==> src/rtl/sms_pkg.sv <==
// Package for the stepper move sequencer: beat types, register indexes,
// request codes, datapath widths and the coil pattern lookup.
// No dependencies.
`timescale 1ns / 1ps

package sms_pkg;

    // Field widths
    localparam int unsigned DIST_W      = 24;
    localparam int unsigned DUR_W       = 16;
    localparam int unsigned COIL_W      = 4;
    localparam int unsigned SPM_W       = 8;
    localparam int unsigned STEPS_W     = 24;
    localparam int unsigned TICK_W      = 26;
    localparam int unsigned PROD_W      = DIST_W + SPM_W;
    localparam int unsigned DUR_SCALE_W = 27;

    // Divider widths: dividend is 2000*duration + steps - 1, divisor is 2*steps
    localparam int unsigned DIV_NUM_W   = 28;
    localparam int unsigned DIV_DEN_W   = 24;

    // Configuration port
    localparam int unsigned CFG_IDX_W   = 1;
    localparam int unsigned CFG_DATA_W  = 8;

    localparam logic [CFG_IDX_W-1:0] REG_STEPS_PER_MM  = 1'd0;
    localparam logic [CFG_IDX_W-1:0] REG_RELEASE_AT_END = 1'd1;

    localparam logic [SPM_W-1:0] STEPS_PER_MM_RST   = 8'd25;
    localparam logic             RELEASE_AT_END_RST = 1'b1;

    // Request codes
    localparam logic REQ_MOVE = 1'b0;
    localparam logic REQ_TICK = 1'b1;

    // Round-half-down bias for the 1/256 step product
    localparam logic [PROD_W-1:0] STEP_ROUND = 32'd127;
    localparam logic [10:0]       US_PER_MS2 = 11'd2000;

    typedef struct packed {
        logic                     req_type;
        logic signed [DIST_W-1:0] distance;
        logic [DUR_W-1:0]         duration_ms;
    } in_beat_t;

    typedef struct packed {
        logic [COIL_W-1:0] coils;
        logic              stepped;
        logic              busy_res;
        logic              rejected;
    } out_beat_t;

    typedef struct packed {
        logic busy;
        logic done;
    } div_status_t;

    // Full-step two-phase pattern on coils a,b,c,d
    function automatic logic [COIL_W-1:0] coil_pattern(input logic [1:0] phase);
        logic [COIL_W-1:0] pat;
        case (phase)
            2'd0:    pat = 4'b1010;
            2'd1:    pat = 4'b0110;
            2'd2:    pat = 4'b0101;
            2'd3:    pat = 4'b1001;
            default: pat = 4'b0000;
        endcase
        return pat;
    endfunction

endpackage

==> src/rtl/stepper_move_sequencer.sv <==
// Single-axis stepper move sequencer, top level.
// Depends on sms_pkg and sms_divider.
`timescale 1ns / 1ps

// Every input beat yields exactly one result beat. Tick beats, ignored
// commands (zero distance) and commands rejected while a move is running
// are answered from the idle state. A move's result is loaded after the
// step-count multiply, the division setup and the 28-bit restoring divider
// (28 quotient bits, one per cycle, then a done flag) that works out the
// step interval; a move whose step count rounds to zero skips the divider.
// s_ready stays low meanwhile, so no beat is taken before that result is
// loaded. The result register lets the next beat be accepted in the cycle
// its predecessor's result is taken. Configuration writes are taken at any
// time but should only be issued while no move command is being worked out.
module stepper_move_sequencer (
    input  logic                              aclk,
    input  logic                              aresetn,
    input  logic                              s_valid,
    output logic                              s_ready,
    input  sms_pkg::in_beat_t                 s_data,
    output logic                              m_valid,
    input  logic                              m_ready,
    output sms_pkg::out_beat_t                m_data,
    input  logic                              cfg_we,
    input  logic [sms_pkg::CFG_IDX_W-1:0]     cfg_index,
    input  logic [sms_pkg::CFG_DATA_W-1:0]    cfg_wdata
);
    import sms_pkg::*;

    localparam logic [1:0] ST_IDLE = 2'd0;
    localparam logic [1:0] ST_MUL  = 2'd1;
    localparam logic [1:0] ST_PREP = 2'd2;
    localparam logic [1:0] ST_DIV  = 2'd3;

    logic [1:0]             state_reg, state_next;
    logic [SPM_W-1:0]       spm_reg, spm_next;
    logic                   release_reg, release_next;
    logic [1:0]             phase_reg, phase_next;
    logic                   reverse_reg, reverse_next;
    logic [STEPS_W-1:0]     steps_left_reg, steps_left_next;
    logic [TICK_W-1:0]      countdown_reg, countdown_next;
    logic [TICK_W-1:0]      interval_reg, interval_next;
    logic                   moving_reg, moving_next;
    logic [COIL_W-1:0]      coil_reg, coil_next;
    logic [DIST_W-1:0]      mag_reg, mag_next;
    logic [DUR_W-1:0]       dur_reg, dur_next;
    logic [STEPS_W-1:0]     steps_reg, steps_next;
    logic [DUR_SCALE_W-1:0] dur_scaled_reg, dur_scaled_next;
    logic                   m_valid_reg, m_valid_next;
    out_beat_t              out_reg, out_next;

    logic                   s_accept;
    logic                   emit;
    logic                   stepped_c;
    logic                   rejected_c;
    logic [PROD_W-1:0]      product;
    logic [PROD_W-1:0]      rounded;
    logic                   div_start;
    logic [DIV_NUM_W-1:0]   div_num;
    logic [DIV_DEN_W-1:0]   div_den;
    logic [DIV_NUM_W-1:0]   div_quot;
    div_status_t            div_status;

    assign s_ready  = (state_reg == ST_IDLE) && (!m_valid_reg || m_ready);
    assign s_accept = s_valid && s_ready;

    // Step count: round-half-down of |distance| * steps_per_mm / 256
    assign product = PROD_W'(mag_reg) * PROD_W'(spm_reg);
    assign rounded = product + STEP_ROUND;

    // Interval dividend and divisor
    assign div_num = DIV_NUM_W'(dur_scaled_reg) + DIV_NUM_W'(steps_reg) - DIV_NUM_W'(1);
    assign div_den = {steps_reg[DIV_DEN_W-2:0], 1'b0};

    sms_divider #(
        .NUM_W (DIV_NUM_W),
        .DEN_W (DIV_DEN_W)
    ) u_div (
        .aclk        (aclk),
        .aresetn     (aresetn),
        .start       (div_start),
        .numerator   (div_num),
        .denominator (div_den),
        .quotient    (div_quot),
        .status      (div_status)
    );

    always_comb begin
        state_next      = state_reg;
        spm_next        = spm_reg;
        release_next    = release_reg;
        phase_next      = phase_reg;
        reverse_next    = reverse_reg;
        steps_left_next = steps_left_reg;
        countdown_next  = countdown_reg;
        interval_next   = interval_reg;
        moving_next     = moving_reg;
        coil_next       = coil_reg;
        mag_next        = mag_reg;
        dur_next        = dur_reg;
        steps_next      = steps_reg;
        dur_scaled_next = dur_scaled_reg;
        m_valid_next    = m_valid_reg && !m_ready;
        out_next        = out_reg;
        emit            = 1'b0;
        stepped_c       = 1'b0;
        rejected_c      = 1'b0;
        div_start       = 1'b0;

        // Configuration writes
        if (cfg_we) begin
            if (cfg_index == REG_STEPS_PER_MM) begin
                spm_next = cfg_wdata;
            end else if (cfg_index == REG_RELEASE_AT_END) begin
                release_next = cfg_wdata[0];
            end
        end

        case (state_reg)
            ST_IDLE: begin
                if (s_accept) begin
                    if (s_data.req_type == REQ_TICK) begin
                        emit = 1'b1;
                        if (moving_reg) begin
                            if (countdown_reg > TICK_W'(1)) begin
                                countdown_next = countdown_reg - 1'b1;
                            end else if (steps_left_reg != '0) begin
                                // Take the next step
                                steps_left_next = steps_left_reg - 1'b1;
                                countdown_next  = interval_reg;
                                coil_next       = coil_pattern(phase_reg);
                                phase_next      = reverse_reg ? phase_reg - 1'b1
                                                              : phase_reg + 1'b1;
                                stepped_c       = 1'b1;
                            end else begin
                                // Last interval over: end the move
                                moving_next    = 1'b0;
                                countdown_next = '0;
                                if (release_reg) begin
                                    coil_next = '0;
                                end
                            end
                        end
                    end else if (moving_reg) begin
                        emit       = 1'b1;
                        rejected_c = 1'b1;
                    end else if (s_data.distance == '0) begin
                        emit = 1'b1;
                    end else begin
                        // Take over direction and magnitude, start the sums
                        reverse_next = s_data.distance[DIST_W-1];
                        mag_next     = s_data.distance[DIST_W-1]
                                     ? DIST_W'(-s_data.distance)
                                     : DIST_W'(s_data.distance);
                        dur_next     = s_data.duration_ms;
                        state_next   = ST_MUL;
                    end
                end
            end
            ST_MUL: begin
                steps_next      = rounded[PROD_W-1:PROD_W-STEPS_W];
                dur_scaled_next = DUR_SCALE_W'(dur_reg) * DUR_SCALE_W'(US_PER_MS2);
                state_next      = ST_PREP;
            end
            ST_PREP: begin
                if (steps_reg == '0) begin
                    // Too short to step: direction kept, nothing moves
                    emit       = 1'b1;
                    state_next = ST_IDLE;
                end else begin
                    div_start  = 1'b1;
                    state_next = ST_DIV;
                end
            end
            ST_DIV: begin
                if (div_status.done) begin
                    // Start the move with its first step
                    interval_next   = div_quot[TICK_W-1:0];
                    countdown_next  = div_quot[TICK_W-1:0];
                    steps_left_next = steps_reg - 1'b1;
                    moving_next     = 1'b1;
                    coil_next       = coil_pattern(phase_reg);
                    phase_next      = reverse_reg ? phase_reg - 1'b1 : phase_reg + 1'b1;
                    stepped_c       = 1'b1;
                    emit            = 1'b1;
                    state_next      = ST_IDLE;
                end
            end
            default: begin
                state_next = ST_IDLE;
            end
        endcase

        // Load the result register
        if (emit) begin
            m_valid_next      = 1'b1;
            out_next.coils    = coil_next;
            out_next.stepped  = stepped_c;
            out_next.busy_res = moving_next;
            out_next.rejected = rejected_c;
        end
    end

    always_ff @(posedge aclk) begin
        mag_reg        <= mag_next;
        dur_reg        <= dur_next;
        steps_reg      <= steps_next;
        dur_scaled_reg <= dur_scaled_next;
        out_reg        <= out_next;
        if (!aresetn) begin
            state_reg      <= ST_IDLE;
            spm_reg        <= STEPS_PER_MM_RST;
            release_reg    <= RELEASE_AT_END_RST;
            phase_reg      <= '0;
            reverse_reg    <= 1'b0;
            steps_left_reg <= '0;
            countdown_reg  <= '0;
            interval_reg   <= '0;
            moving_reg     <= 1'b0;
            coil_reg       <= '0;
            m_valid_reg    <= 1'b0;
        end else begin
            state_reg      <= state_next;
            spm_reg        <= spm_next;
            release_reg    <= release_next;
            phase_reg      <= phase_next;
            reverse_reg    <= reverse_next;
            steps_left_reg <= steps_left_next;
            countdown_reg  <= countdown_next;
            interval_reg   <= interval_next;
            moving_reg     <= moving_next;
            coil_reg       <= coil_next;
            m_valid_reg    <= m_valid_next;
        end
    end

    assign m_valid = m_valid_reg;
    assign m_data  = out_reg;

endmodule

==> src/rtl/sms_divider.sv <==
// Restoring serial divider, one quotient bit per cycle.
// Depends on sms_pkg for widths and the status struct.
`timescale 1ns / 1ps

module sms_divider #(
    parameter int unsigned NUM_W = sms_pkg::DIV_NUM_W,
    parameter int unsigned DEN_W = sms_pkg::DIV_DEN_W
) (
    input  logic                  aclk,
    input  logic                  aresetn,
    input  logic                  start,
    input  logic [NUM_W-1:0]      numerator,
    input  logic [DEN_W-1:0]      denominator,
    output logic [NUM_W-1:0]      quotient,
    output sms_pkg::div_status_t  status
);
    import sms_pkg::*;

    localparam int unsigned CNT_W = (NUM_W > 1) ? $clog2(NUM_W) : 1;
    localparam logic [CNT_W-1:0] LAST = CNT_W'(NUM_W - 1);

    logic [NUM_W-1:0] num_reg, num_next;
    logic [DEN_W-1:0] rem_reg, rem_next;
    logic [DEN_W-1:0] den_reg, den_next;
    logic [CNT_W-1:0] cnt_reg, cnt_next;
    logic             busy_reg, busy_next;
    logic             done_reg, done_next;

    logic [DEN_W:0]   shifted;
    logic [DEN_W:0]   diff;
    logic             fits;

    // Trial subtract of the shifted remainder
    assign shifted = {rem_reg, num_reg[NUM_W-1]};
    assign diff    = shifted - {1'b0, den_reg};
    assign fits    = shifted >= {1'b0, den_reg};

    always_comb begin
        num_next  = num_reg;
        rem_next  = rem_reg;
        den_next  = den_reg;
        cnt_next  = cnt_reg;
        busy_next = busy_reg;
        done_next = 1'b0;
        if (busy_reg) begin
            // Shift in one quotient bit
            num_next = {num_reg[NUM_W-2:0], fits};
            rem_next = fits ? diff[DEN_W-1:0] : shifted[DEN_W-1:0];
            cnt_next = cnt_reg + 1'b1;
            if (cnt_reg == LAST) begin
                busy_next = 1'b0;
                done_next = 1'b1;
            end
        end else if (start) begin
            num_next  = numerator;
            rem_next  = '0;
            den_next  = denominator;
            cnt_next  = '0;
            busy_next = 1'b1;
        end
    end

    always_ff @(posedge aclk) begin
        num_reg <= num_next;
        rem_reg <= rem_next;
        den_reg <= den_next;
        if (!aresetn) begin
            cnt_reg  <= '0;
            busy_reg <= 1'b0;
            done_reg <= 1'b0;
        end else begin
            cnt_reg  <= cnt_next;
            busy_reg <= busy_next;
            done_reg <= done_next;
        end
    end

    assign quotient    = num_reg;
    assign status.busy = busy_reg;
    assign status.done = done_reg;

endmodule
==> config.mk <==
export PLATFORM = sky130hd
export DESIGN_NAME = stepper_move_sequencer
export DESIGN_NICKNAME = d
export VERILOG_FILES = /design/src/rtl/sms_pkg.sv /design/src/rtl/stepper_move_sequencer.sv /design/src/rtl/sms_divider.sv
export SDC_FILE = /design/constraint.sdc
export NUM_CORES = 1
export LEC_CHECK = 0
export ABC_AREA = 1
export ABC_CLOCK_PERIOD_IN_PS = 11700
export BUFFER_PORTS_ARGS = -buffer_cell sky130_fd_sc_hd__buf_2
export CAP_MARGIN = 10
export CORE_MARGIN = 10
export CORE_UTILIZATION = 36
export DETAILED_ROUTE_END_ITERATION = 6
export GPL_TIMING_DRIVEN = 0
export MAX_ROUTING_LAYER = met4
export PLACE_DENSITY = 0.52
export SYNTH_ARGS = -nofsm -noshare
export SYNTH_HDL_FRONTEND = slang
export SYNTH_SLANG_ARGS = --single-unit
export TNS_END_PERCENT = 50
==> constraint.sdc <==
create_clock -name aclk -period 11.7 [get_ports aclk]
set_input_delay 1.17 -clock aclk [delete_from_list [all_inputs] [get_ports aclk]]
set_output_delay 1.17 -clock aclk [all_outputs]
set_load 0.1 [all_outputs]
==> flow_metrics.tcl <==
set metrics [dict create \
    run_status "finished, final reports clean" \
    routed_wirelength_um 71900 \
    instances_no_fill 4502 \
    drv_slew 0 \
    detail-route-antenna-nets 0 \
    core-area_mm2 0.0715 \
    regArea_mm2 0.00714 \
    clock_tree.buffer_depth 3 \
    crit_slowest_cell "clkbuf_1" \
    critPathLaunch "spm_reg[6]" \
    fillCellCount 7520 \
    synth_largest_type_area_fraction_pct 19.6 \
    cts.sink_count 272 \
    timing.critical_path.fanout_max 10 \
    synthCells 3416 \
    buf_inv_on_cp 6 \
    finalCritPeriodShare_pct 48.0 \
    path_depth 19 \
    place.port_buffers 63 \
    clkSlewWorstSetupHoldPaths_ns 0.06 \
    yosys_most_used_dff "edfxtp_1" \
    cpPeakStageDelay_ns 0.60 \
    cpLargestDelayFamily "adder cells" \
    maxCapViolCount 0 \
    sequential_element_share_of_the_synthesized_area_pct 27.5 \
    vias 21300 \
    final_hold_viol_count 0 \
    floorplan.initialDensity_pct 36.3 \
    die_h_um 288 \
    fraction_of_registers_with_async_set_reset_pct 0 \
    report.final.setup_viol 0 \
    post-cts-setup-buffers 0 \
    number_of_flip_flops_under_the_largest_register_name 28 \
    finish.net_count 3973 \
    start_kind "register" \
    place.gp.congestion 0.919 \
    clock-skew-final_ns 0.0275 \
    grt-ovfl-total 0 \
    synthDistinctLibCells 54 \
    dr.first_iter.drc_count 1264 \
    flow.area_growth_from_synthesis_pct 11.1 \
    crit_required_ns 12.02 \
    avgSynthCellArea_um2 7.59 \
    worstPathCellList "clkbuf_1, clkbuf_1, nand2_1, inv_1, fa_1, fa_1, fa_1, inv_1, fa_1, inv_1, ha_1, nand2_1, nor2_1, inv_1, nor3_1, nand4_1, nand3b_1, a21oi_1, xnor2_1" \
    area_of_the_multi_input_gates_mm2 0.0155 \
    final_design_area_no_fill_mm2 0.0288 \
    clock_tree.htree_level_count 2 \
    rrSetupSlack_ns 6.08 \
    gr-usage-all-layers_pct 18.0 \
    cts_tree "built" \
    via_count_of_the_first_global_routing_pass 21300 \
    floorplan.die_area_mm2 0.0831 \
    synth_area_leader_cell "edfxtp_1" \
    synth-seq-cells 272 \
    crit_path_end_kind "register" \
    rr_startpoint "spm_reg[6]" \
    io_pins 64 \
    die_width_um 288 \
    cts_root_buffer "clkbuf_16" \
    grt_pass1_wl_um 117000 \
    post-synth-top-count-cell "inv_1" \
    worstPathArrival_ns 5.94 \
    initial_antenna_violation_count 1 \
    cts_hold_buf 0 \
    pre_cts_ws_ns 6.09 \
    cts-resized-gates 0 \
    detailed_place.area_mm2 0.0275 \
    vias_per_cell 4.74 \
    clock_latency_on_the_worst_skew_pair_ns 0.57 \
    placed_insts 4434 \
    worst_setup_path_endpoint "steps_reg[17]" \
    dr.pass1.iters 7 \
    synth_commonest_cells "inv_1 (738), nand2_1 (717), nor2_1 (290)" \
    maxClockFrequency_ghz 0.178 \
    postLayoutSetupSlackWorst_ns 6.08 \
    post-route-min-period_ns 5.62 \
    cts_buffers 37 \
    grt_start_max_net_pins 41 \
    synth-warning-count 0 \
    fin_tns_setup_ns 0 \
    worstRegToRegCells 19 \
    synth.area.top_cells "edfxtp_1 (20%), fa_1 (15%), inv_1 (11%)" \
    whs_path_depth 0 \
    min_path_type "register to register" \
    tightestPinTransition_ns 0.932 \
    critical_path_class "register to register" \
    avgRoutedWirePerCell_um 16.0 \
    maxSlewHeadroom_pct 37.8 \
    place.detailed.hpwl_um 58700 \
    final_layout_size_suffix_gt1_share_pct 6.59 \
    number_of_enable_flip_flop_cells_after_synthesis 169 \
    num_rows 98 \
    grt_setup_unrepaired "false" \
    synth_fp_nets 3866 \
    crit-reg2reg-capture "steps_reg[17]" \
    netlist_area_mm2 0.0259 \
    route.detailed.drc 0 \
]
[per-layer routing]
metal	track usage, %	vias to the layer above	part of all wire (%)
met5	-	-	0
li1	-	10900	-
met3	2.48	80	4.7
met2	28.3	424	45
met1	24.3	9924	48
met4	4.26	0	2.2
[worst min-delay path by stage]
stage | endpoint | slack [ns] | start
5_1_grt | u_div.den_reg[14] | 0.47 | steps_reg[13]
6_report | u_div.den_reg[14] | 0.45 | steps_reg[13]
4_1_cts | u_div.den_reg[14] | 0.45 | steps_reg[13]
2_1_floorplan | u_div.den_reg[10] | 0.43 | steps_reg[9]
3_3_place_gp | u_div.den_reg[16] | 0.44 | steps_reg[15]
3_5_place_dp | u_div.den_reg[14] | 0.44 | steps_reg[13]
[placed cells by master, fill, tap and decap left out, types with 12 or more instances in the layout]
cell,instances
edfxtp_1,169
o21ai_1,28
a21oi_1,222
xor2_1,75
nor2_1,289
clkbuf_16,37
buf_2,75
nand3_1,144
dfxtp_1,103
nand2_2,14
xnor2_1,40
nand4_1,41
nor3_1,32
nand2_1,716
a21oi_2,12
clkbuf_1,80
ha_1,201
o21ai_0,170
fa_1,193
inv_1,737
[worst reg2reg max path: cells and delay by family (launching register included)]
family	cells	cell delay, ns
XOR/XNOR	1	0.15
AO/OA/AOI/OAI	1	0.12
adder cells (fa/ha/maj)	5	2.39
flip-flops	1	0.30
AND/OR/NAND/NOR	6	1.08
buffers and inverters	6	1.31
[cell families after synthesis]
kind of cell    after synthesis  share of synthesized area [%]
compound gates              497                           10.5
xor+xnor                    115                           3.89
simple gates               1283                           20.7
buf+inv                     854                           12.8
fa+ha+maj                   395                           24.7
flops                       272                           27.5
[area by class of cell]
type | count | area share [%]
Multi-Input combinational cell | 2290 | 53.8
Sequential cell | 272 | 24.8
Inverter | 750 | 9.79
Tap cell | 950 | 4.13
Clock buffer | 50 | 3.53
Buffer | 104 | 1.71
Timing Repair Buffer | 68 | 1.40
Clock inverter | 17 | 0.865
Antenna cell | 1 | 0.00870
[through the flow]
step	util, %	hold slack [ns]
5_1_grt	40.3	0.469
2_1_floorplan	-	0.426
3_5_place_dp	38.5	0.435
4_1_cts	40.3	0.449
3_3_place_gp	38.4	0.438
6_report	40.3	0.449
Power is left out: the tool's default activity adds up to more than one toggle a clock period on the data nets, which glitch-free logic cannot reach.
